[src/hw/rtl/tsrm_pkg.sv]
// package for the three-wire serial register master
// item types, opcodes, tick schedule constants and bcd helpers; no dependencies
`timescale 1ns / 1ps
`default_nettype none

package tsrm_pkg;

  typedef enum logic [1:0] {
    OP_TICK  = 2'd0,
    OP_WRITE = 2'd1,
    OP_READ  = 2'd2
  } op_e;

  localparam logic [5:0] PHASE_IDLE  = 6'd0;
  localparam logic [5:0] PHASE_FIRST = 6'd1;
  localparam logic [5:0] PHASE_READ  = 6'd17;
  localparam logic [5:0] PHASE_END   = 6'd33;

  typedef struct packed {
    logic [1:0] opcode;
    logic [7:0] command_byte;
    logic [7:0] write_value;
    logic       data_pin_level;
  } in_item_t;

  typedef struct packed {
    logic       enable_pin;
    logic       clock_pin;
    logic       data_out;
    logic       data_drive;
    logic       busy_res;
    logic       done_res;
    logic [7:0] read_value;
    logic       rejected;
  } out_item_t;

  typedef struct packed {
    logic en;
    logic clk;
    logic dat;
    logic drv;
  } pins_t;

  // divide by ten through reciprocal 205 / 2048, exact for 8-bit values
  function automatic logic [7:0] to_bcd(input logic [7:0] v);
    logic [18:0] prod;
    logic [4:0]  quo;
    logic [7:0]  rem;
    logic [8:0]  sum;
    prod = 19'(v) * 19'd205;
    quo  = prod[15:11];
    rem  = v - 8'(quo) * 8'd10;
    sum  = {quo, 4'b0000} + 9'(rem);
    return sum[7:0];
  endfunction

  function automatic logic [7:0] from_bcd(input logic [7:0] v);
    logic [7:0] hi;
    hi = 8'(v[7:4]) * 8'd10;
    return hi + 8'(v[3:0]);
  endfunction

endpackage

`default_nettype wire

[src/hw/rtl/tsrm_core.sv]
// transaction state and one-item step of the serial master
// depends on tsrm_pkg
`timescale 1ns / 1ps
`default_nettype none

module tsrm_core import tsrm_pkg::*; (
  input  wire logic      clk_i,
  input  wire logic      rst_ni,
  input  wire logic      step_i,
  input  wire logic      bcd_i,
  input  wire in_item_t  item_i,
  output out_item_t      res_o
);

  logic [5:0]  phase_q, phase_d;
  logic        is_read_q, is_read_d;
  logic [15:0] send_q, send_d;
  logic [7:0]  recv_q, recv_d;
  pins_t       pins_q, pins_d;

  logic        is_start;
  logic [4:0]  j;
  logic [3:0]  bit_idx;
  logic [7:0]  wval;
  logic [7:0]  rshift;
  logic        done;
  logic        rej;
  logic [7:0]  rv;

  assign is_start = (item_i.opcode == OP_WRITE) || (item_i.opcode == OP_READ);
  assign j        = phase_q[4:0] - 5'd1;
  assign bit_idx  = j[4:1];
  assign wval     = bcd_i ? to_bcd(item_i.write_value) : item_i.write_value;
  assign rshift   = {1'b0, recv_q[7:1]};

  always_comb begin
    phase_d   = phase_q;
    is_read_d = is_read_q;
    send_d    = send_q;
    recv_d    = recv_q;
    pins_d    = pins_q;
    done      = 1'b0;
    rej       = 1'b0;
    rv        = 8'd0;
    if (is_start) begin
      if (phase_q != PHASE_IDLE) begin
        rej = 1'b1;
      end else begin
        is_read_d = (item_i.opcode == OP_READ);
        send_d    = {(item_i.opcode == OP_WRITE) ? wval : 8'd0, item_i.command_byte};
        recv_d    = 8'd0;
        pins_d    = '{en: 1'b1, clk: 1'b0, dat: 1'b0, drv: 1'b1};
        phase_d   = PHASE_FIRST;
      end
    end else if (phase_q != PHASE_IDLE) begin
      if (phase_q >= PHASE_END) begin
        pins_d  = '0;
        phase_d = PHASE_IDLE;
        done    = 1'b1;
        if (is_read_q) begin
          rv = bcd_i ? from_bcd(rshift) : rshift;
        end
      end else begin
        if (is_read_q && (phase_q >= PHASE_READ)) begin
          if (!j[0]) begin
            pins_d = '{en: 1'b1, clk: 1'b1, dat: 1'b0, drv: 1'b0};
          end else begin
            pins_d = '{en: 1'b1, clk: 1'b0, dat: 1'b0, drv: 1'b0};
            recv_d = {item_i.data_pin_level, recv_q[7:1]};
          end
        end else if (!j[0]) begin
          pins_d = '{en: 1'b1, clk: 1'b0, dat: send_q[bit_idx], drv: 1'b1};
        end else begin
          pins_d.clk = 1'b1;
        end
        phase_d = phase_q + 6'd1;
      end
    end
  end

  always_comb begin
    res_o.enable_pin = pins_d.en;
    res_o.clock_pin  = pins_d.clk;
    res_o.data_out   = pins_d.dat & pins_d.drv;
    res_o.data_drive = pins_d.drv;
    res_o.busy_res   = (phase_d != PHASE_IDLE);
    res_o.done_res   = done;
    res_o.read_value = rv;
    res_o.rejected   = rej;
  end

  always_ff @(posedge clk_i or negedge rst_ni) begin
    if (!rst_ni) begin
      phase_q   <= PHASE_IDLE;
      is_read_q <= 1'b0;
      send_q    <= '0;
      recv_q    <= '0;
      pins_q    <= '0;
    end else if (step_i) begin
      phase_q   <= phase_d;
      is_read_q <= is_read_d;
      send_q    <= send_d;
      recv_q    <= recv_d;
      pins_q    <= pins_d;
    end
  end

endmodule

`default_nettype wire

[src/hw/rtl/three_wire_serial_register_master_unit.sv]
// top level of the three-wire serial register master: input register,
// step core and result register; depends on tsrm_pkg and tsrm_core
// throughput: one item per cycle while the output is not stalled, set by the step in tsrm_core
// reset: asynchronous, active low; pins low, idle, bcd conversion off
`timescale 1ns / 1ps
`default_nettype none

module three_wire_serial_register_master_unit import tsrm_pkg::*; (
  input  wire logic      clk_i,
  input  wire logic      rst_ni,
  input  wire logic      in_valid_i,
  output logic           in_stall_o,
  input  wire in_item_t  in_item_i,
  output logic           out_valid_o,
  input  wire logic      out_stall_i,
  output out_item_t      out_item_o,
  input  wire logic      cfg_we_i,
  input  wire logic      cfg_wdata_i
);

  logic      bcd_q;
  logic      in_valid_q;
  in_item_t  in_item_q;
  logic      out_valid_q;
  out_item_t out_item_q;
  out_item_t res;
  logic      out_free;
  logic      step;
  logic      in_take;

  assign out_free   = !out_valid_q || !out_stall_i;
  assign step       = in_valid_q && out_free;
  assign in_take    = !in_valid_q || out_free;
  assign in_stall_o = !in_take;

  tsrm_core u_core (
    .clk_i  (clk_i),
    .rst_ni (rst_ni),
    .step_i (step),
    .bcd_i  (bcd_q),
    .item_i (in_item_q),
    .res_o  (res)
  );

  always_ff @(posedge clk_i or negedge rst_ni) begin
    if (!rst_ni) begin
      bcd_q <= 1'b0;
    end else if (cfg_we_i) begin
      bcd_q <= cfg_wdata_i;
    end
  end

  always_ff @(posedge clk_i or negedge rst_ni) begin
    if (!rst_ni) begin
      in_valid_q  <= 1'b0;
      out_valid_q <= 1'b0;
    end else begin
      if (in_take) begin
        in_valid_q <= in_valid_i;
      end
      if (out_free) begin
        out_valid_q <= in_valid_q;
      end
    end
  end

  always_ff @(posedge clk_i) begin
    if (in_take && in_valid_i) begin
      in_item_q <= in_item_i;
    end
    if (step) begin
      out_item_q <= res;
    end
  end

  assign out_valid_o = out_valid_q;
  assign out_item_o  = out_item_q;

  assert property (@(posedge clk_i) disable iff (!rst_ni)
    in_stall_o |-> (out_valid_o && out_stall_i))
    else $error("input stalled while result stage can move");

  assert property (@(posedge clk_i) disable iff (!rst_ni)
    (out_valid_o && out_item_o.done_res) |-> !out_item_o.busy_res)
    else $error("transaction end reported while still busy");

  assert property (@(posedge clk_i) disable iff (!rst_ni)
    (out_valid_o && out_item_o.rejected) |-> out_item_o.busy_res)
    else $error("command rejected while idle");

  assert property (@(posedge clk_i) disable iff (!rst_ni)
    (out_valid_o && !out_item_o.data_drive) |-> !out_item_o.data_out)
    else $error("data level shown on released line");

endmodule

`default_nettype wire
[config.mk]
export PLATFORM = sky130hd
export DESIGN_NAME = three_wire_serial_register_master_unit
export DESIGN_NICKNAME = d
export VERILOG_FILES = /design/src/hw/rtl/tsrm_pkg.sv /design/src/hw/rtl/tsrm_core.sv /design/src/hw/rtl/three_wire_serial_register_master_unit.sv
export SDC_FILE = /design/constraint.sdc
export NUM_CORES = 1
export LEC_CHECK = 0
export BUFFER_PORTS_ARGS = -buffer_cell sky130_fd_sc_hd__buf_2
export CAP_MARGIN = 5
export CORE_ASPECT_RATIO = 0.75
export CORE_MARGIN = 4
export CORE_UTILIZATION = 48
export CTS_BUF_LIST = sky130_fd_sc_hd__clkbuf_16
export CTS_CLUSTER_DIAMETER = 120
export DETAILED_ROUTE_END_ITERATION = 10
export MAX_ROUTING_LAYER = met4
export PLACE_DENSITY_LB_ADDON = 0.05
export SLEW_MARGIN = 20
export SYNTH_ARGS = -nofsm -noshare
export SYNTH_HDL_FRONTEND = slang
export SYNTH_SLANG_ARGS = --single-unit
[constraint.sdc]
create_clock -name clk_i -period 6.5 [get_ports clk_i]
set_input_delay 0.325 -clock clk_i [delete_from_list [all_inputs] [get_ports clk_i]]
set_output_delay 0.325 -clock clk_i [all_outputs]
set_load 0.01 [all_outputs]
**Word-level counts from Yosys, hierarchy flattened**

Cells that the tools add are included.

- Add/sub/neg operators: 5
- Multiply operators: 3
- Magnitude comparators: 3
- Equality and inequality tests: 4
- Mux-type cells: 26
- Bitwise operators: 5
- Reduce and logical (&&, ||, !) cells: 20

Operator list:

| cell | number |
|---|---|
| $mux 8 | 8 |
| $mux 6 | 4 |
| $mux 4 | 5 |
| $mul 8x8->16 const B | 1 |
| $reduce_bool 6->1 | 2 |
| $add 7x4->8 | 1 |
| $add 8x8->8 | 1 |
| $sub 8x8->8 | 1 |
| $mul 5x3->7 const B | 1 |
| $mux 7 | 1 |
| $add 6x1->6 const B | 1 |
| $ge 6x5->1 const B | 1 |
| $ge 6x6->1 const B | 1 |
| $mul 3x3->6 const B | 1 |
| $reduce_and 6->1 | 1 |
| $reduce_bool 2->1 | 3 |
| $lt 4x5->1 const B | 1 |
| $mux 1 | 5 |
| $reduce_or 5->1 | 1 |
| $sub 5x1->5 const B | 1 |
| $bmux 1 s4 | 1 |
| $logic_not 1->1 | 4 |
| $not 1->1 | 4 |
| $reduce_or 4->1 | 1 |
| other kinds (11) | 15 |

- Register bits after elaboration: 72
- Output and inout bits: 17
- Logic and storage cells: 90

**Longest topological paths before layout**

- Word-level depth: 9
- Mapped depth: 30

**By module**

From an unflattened synthesis, not the netlist that was laid out.

- Cell total of the unflattened synthesis: 517
- Area total of the unflattened synthesis: 5208.7 um^2

Modules (own cells, without submodules):

| module | instances | cells an instance | area an instance (um^2) | seq. area each (um^2) |
|---|---|---|---|---|
| tsrm_core | 1 | 473 | 4058.9 | 850.8 |
| three_wire_serial_register_master_unit | 1 | 44 | 1149.9 | 1096.1 |

**Least setup slack after synthesis**

OpenSTA, ideal clock, no wires.

- Path kind: register to register
- Start: register in_item_q[2] in the netlist's numbering
- End: register u_core.send_q[15]
- Library setup time: 0.124 ns
- Arrival time: 6.906 ns
- Data required time: 6.376 ns
- Path slack: -0.530 ns
- Stages on the path, launching flop included: 30
- Buffers on the path: 0
- Path through: edfxtp_1 ha_1 xor2_1 ha_1 fa_1 inv_1 fa_1 inv_1 ha_1 a2111o_1 a21oi_1 o21bai_1 a21oi_1 inv_1 a21oi_1 xnor2_1 ha_1 fa_1 xor2_1 xnor2_1 fa_1 inv_1 ha_1 and2_1 o21ai_0 o31ai_1 a211o_1 xor2_1 xnor2_1 o21ai_1

- Word-level cells in the longest chain between the ends: 6

Ends and longest elaborated chain:

| what | RTL line | RTL |
|---|---|---|
| from (decl) | three_wire_serial_register_master_unit.sv:23 | `in_item_t in_item_q;` |
| from (signal assigned) | three_wire_serial_register_master_unit.sv:69 | `in_item_q <= in_item_i;` |
| $mul 8x8->16 | tsrm_pkg.sv:50 | `prod = 19'(v) * 19'd205;` |
| $mul 5x3->7 | tsrm_pkg.sv:52 | `rem = v - 8'(quo) * 8'd10;` |
| $sub 8x8->8 | tsrm_pkg.sv:52 |  |
| $add 8x8->8 * | tsrm_pkg.sv:53 | `sum = {quo, 4'b0000} + 9'(rem);` |
| $mux 8 * | tsrm_core.sv:33 | `assign wval = bcd_i ? to_bcd(item_i.write_value) : item_i.write_value;` |
| $mux 8 * | tsrm_core.sv:50 | `send_d = {(item_i.opcode == OP_WRITE) ? wval : 8'd0, item_i.command_byte};` |
| to (signal assigned) | tsrm_core.sv:102 | `send_q <= send_d;` |
| to (decl) | tsrm_core.sv:17 | `logic [15:0] send_q, send_d;` |

Every way passes the cells marked *; elsewhere a longest branch is shown, timed or not.
A chain may end at the register's enable or synchronous reset.

**Final worst setup path**

Ends and elaborated chain as after synthesis.

==> flow_metrics.env <==
export IMPL_min_period_over_period_pct=101
export IMPL_worst_hold_path_type="primary input to asynchronous set/reset pin"
export IMPL_fin_ws_ps=-95.7
export IMPL_timing_fmax_mhz=152
export IMPL_core_area_um2=10400
export IMPL_fin_cells=707
export IMPL_synth_warnings=0
export IMPL_drcViolationCount=0
export IMPL_fillers=877
export IMPL_cp_common_cell="ha_4"
export IMPL_regArea_um2=1950
export IMPL_final_nets=674
export IMPL_initialDrtViolationCount=230
export IMPL_grt_pass1_vias=3838
export IMPL_period_minus_slack_ps=6600
export IMPL_final_core_util_pct=60.2
export IMPL_die_y_um=97.7
export IMPL_synthXorXnorAreaFrac_pct=5.25
export IMPL_clk_pin_slew_ps=60
export IMPL_globalplace_congestion=0.863
export IMPL_worst_pin_slew_ps=832
export IMPL_ys_top_cells_by_count="ha_1 (68), nand2_1 (66), inv_1 (45)"
export IMPL_cp_start_kind="flip-flop"
export IMPL_p_switching_mw=1.65
export IMPL_gr_usage_all_layers_pct=19.6
export IMPL_initial_core_util_pct=49.6
export IMPL_cts_tree="built"
export IMPL_yosysMostFrequentCell="ha_1"
export IMPL_fp_dieW_um=128
export IMPL_ys_flop_type="dfrtp_1"
export IMPL_p_int_mw=2.36
export IMPL_antenna_found_initial=0
export IMPL_ys_types=62
export IMPL_drv_slew=0
export IMPL_multi_input_area_um2=3100
export IMPL_dp_cells=682
export IMPL_syn_num_nets=596
export IMPL_final_layout_size_suffix_gt1_share_pct=24.5
export IMPL_place_ws_ps=-239
export IMPL_ant_nets=0
export IMPL_dpl_hpwl_um=8690
export IMPL_dieArea_um2=12500
export IMPL_worstPathArrival_ps=6800
export IMPL_dpl_cell_area_um2=5710
export IMPL_syn_area_um2=5140
export IMPL_violations="negative setup slack"
export IMPL_numClockSinks=71
export IMPL_yosys_area_share_simple_pct=12.4
export IMPL_synthCells=488
export IMPL_cts_made_buffers=9
export IMPL_yosysTopAreaCell="edfxtp_1"
export IMPL_slowest_stage="fa_1"
export IMPL_setup_viol=1
export IMPL_switching_share_pct=41.1
export IMPL_max_clock_path_buffers=2
export IMPL_hold_viol_final=0
export IMPL_design_area_um2=6240
export IMPL_rows=32
export IMPL_finClkSkew_ps=5.23
export IMPL_rsz0062_at_grt="true"
export IMPL_crit_type="flip-flop to flip-flop"
export IMPL_p_per_area_nw_per_um2=641
export IMPL_ys_seq_area_share_pct=37.8
export IMPL_status="complete, but fails checks"
export IMPL_combPwrFrac_pct=69.3
export IMPL_clockPowerShare_pct=13.0
export IMPL_detail_route_vias_per_cell=5.38
export IMPL_power_leakage_nw=2.96
export IMPL_ys_top_cells_by_area="edfxtp_1 (20%), dfrtp_1 (18%), ha_1 (17%)"
export IMPL_synth_top_family_by_area="adder cells"
export IMPL_slowest_delay_ps=550
export IMPL_dr_pass1_iters=4
export IMPL_setup_tns_ps=-95.7
export IMPL_syn_area_per_cell_um2=10.5
export IMPL_clk_latency_ps=330
export IMPL_n_antenna_cell=0
export IMPL_areaGrowthSynthToFinish_pct=21.3
export IMPL_synth_adder_area_share_pct=22.4
export IMPL_yosysTopAreaCellShare_pct=19.8
export IMPL_endpoint_kind="flip-flop"
export IMPL_synth_mux_area_share_pct=4.86
export IMPL_wl_um=11100
export IMPL_synth_edf_count=34
export IMPL_ir_drop_v=0.000679
export IMPL_synth_seq_cells=71
export IMPL_worst_ep_required_time_ps=6710
export IMPL_grt_pass1_wl_um=19100
export IMPL_cts_root_buf="clkbuf_16"
export IMPL_pin_count=42
export IMPL_async_reset_ff_share_pct=52.1
export IMPL_post_drt_wl_per_cell_um=15.7
export IMPL_port_buffers=41
export IMPL_synth_compound_area_share_pct=11.9
export IMPL_relSlewSlack_pct=44.6
export IMPL_overflow=0
export IMPL_crit_fanout=4
export IMPL_num_vias=3801
export IMPL_htree_num_levels=3
export IMPL_grt_max_degree=38
export IMPL_p_seq_share_pct=17.7
export IMPL_drv_cap=0
stage by stage:
stage	hold slack [ps]	power (mW)
after CTS	124	3.63
final	97.8	4.00
after floorplan	29.4	2.43
after global routing	148	4.40
after global placement	427	2.94
after detailed placement	426	3.02
final cells by class:
cell class	instances	area share [%]
clock inverters	7	1.52
inverters	47	2.83
multi-input cells	355	49.7
flip-flops and latches	71	31.2
well taps	136	2.73
repair buffers	82	8.40
clock buffers	9	3.61
cells by family after synthesis:
group	Yosys count
AOI/OAI and AO/OA	91
DFF	71
and+or+nand+nor	133
muxes	18
buffers and inverters	62
xor gates and xnor gates	30
adders and majority gates	83
power by group through the flow:
| stage | clock network, mW | registers [mW] | logic, mW |
|---|---|---|---|
| CTS | 0.530 | 0.708 | 2.39 |
| global route | 0.557 | 0.726 | 3.12 |
| finish | 0.520 | 0.710 | 2.77 |
| floorplan | 0 | 0.670 | 1.76 |
| detailed placement | 0 | 0.716 | 2.31 |
| global placement | 0 | 0.711 | 2.23 |
critical path, delay by kind of cell, from the launching register on:
| family | cells | cell delay, ps |
|---|---|---|
| buffers and inverters | 4 | 210 |
| xor gates and xnor gates | 6 | 880 |
| DFF | 1 | 480 |
| and+or+nand+nor | 1 | 130 |
| AOI/OAI and AO/OA | 9 | 1490 |
| adders and majority gates | 10 | 3280 |
per-layer routing:
layer | vias up | global-route usage, % | wire [um]
li1 | 1868 | - | -
met1 | 1848 | 29.6 | 5780
met2 | 77 | 26.3 | 4680
met3 | 8 | 5.33 | 591
met4 | 0 | 3.54 | 68
met5 | - | - | 0
worst paths after layout:
path                            slack [ps]                       endpoint                    start  cells past startpoint
worst max register to register        -100  u_core.send_q[15]$_DFFE_PN0P_   in_item_q[2]$_DFFE_PP_                     30
worst min register to register         440   u_core.send_q[6]$_DFFE_PN0P_  in_item_q[15]$_DFFE_PP_                      2
worst min-delay path                   100   u_core.pins_q[1]$_DFFE_PN0P_                   rst_ni                      1
min in group clk_i                     160        in_item_q[13]$_DFFE_PP_            in_item_i[13]                      1
max in group asynchronous             5880   u_core.send_q[9]$_DFFE_PN0P_                   rst_ni                      1
worst max-delay path                  -100  u_core.send_q[15]$_DFFE_PN0P_   in_item_q[2]$_DFFE_PP_                     30
registers in the layout, indices dropped and copies added, names as in the netlist, 4 cells and up:
| signal | flops |
|---|---|
| u_core.pins_q | 4 |
| out_item_o | 15 |
| u_core.send_q | 16 |
| in_item_q | 19 |
| u_core.phase_q | 6 |
| u_core.recv_q | 7 |
placed cells by master, fill, tap and decap left out, types with 10 or more instances in the layout:
cell type   n
a21oi_1    16
buf_2      41
dfrtp_1    37
buf_4      38
edfxtp_1   34
nand2_1    66
o21ai_0    25
xnor2_1    14
inv_1      43
mux2i_1    10
ha_1       60
nand3_1    19
fa_1       14
nor2_1     17
xor2_1     10
repair_timing:
action	CTS	global route
endpoints found under the setup margin	1	3
hold endpoints to repair	0	0
setup buffers	8	3
resized for setup	5	20
hold buffers	0	0
pin swaps	15	14
(Power assumes the default switching activity.)
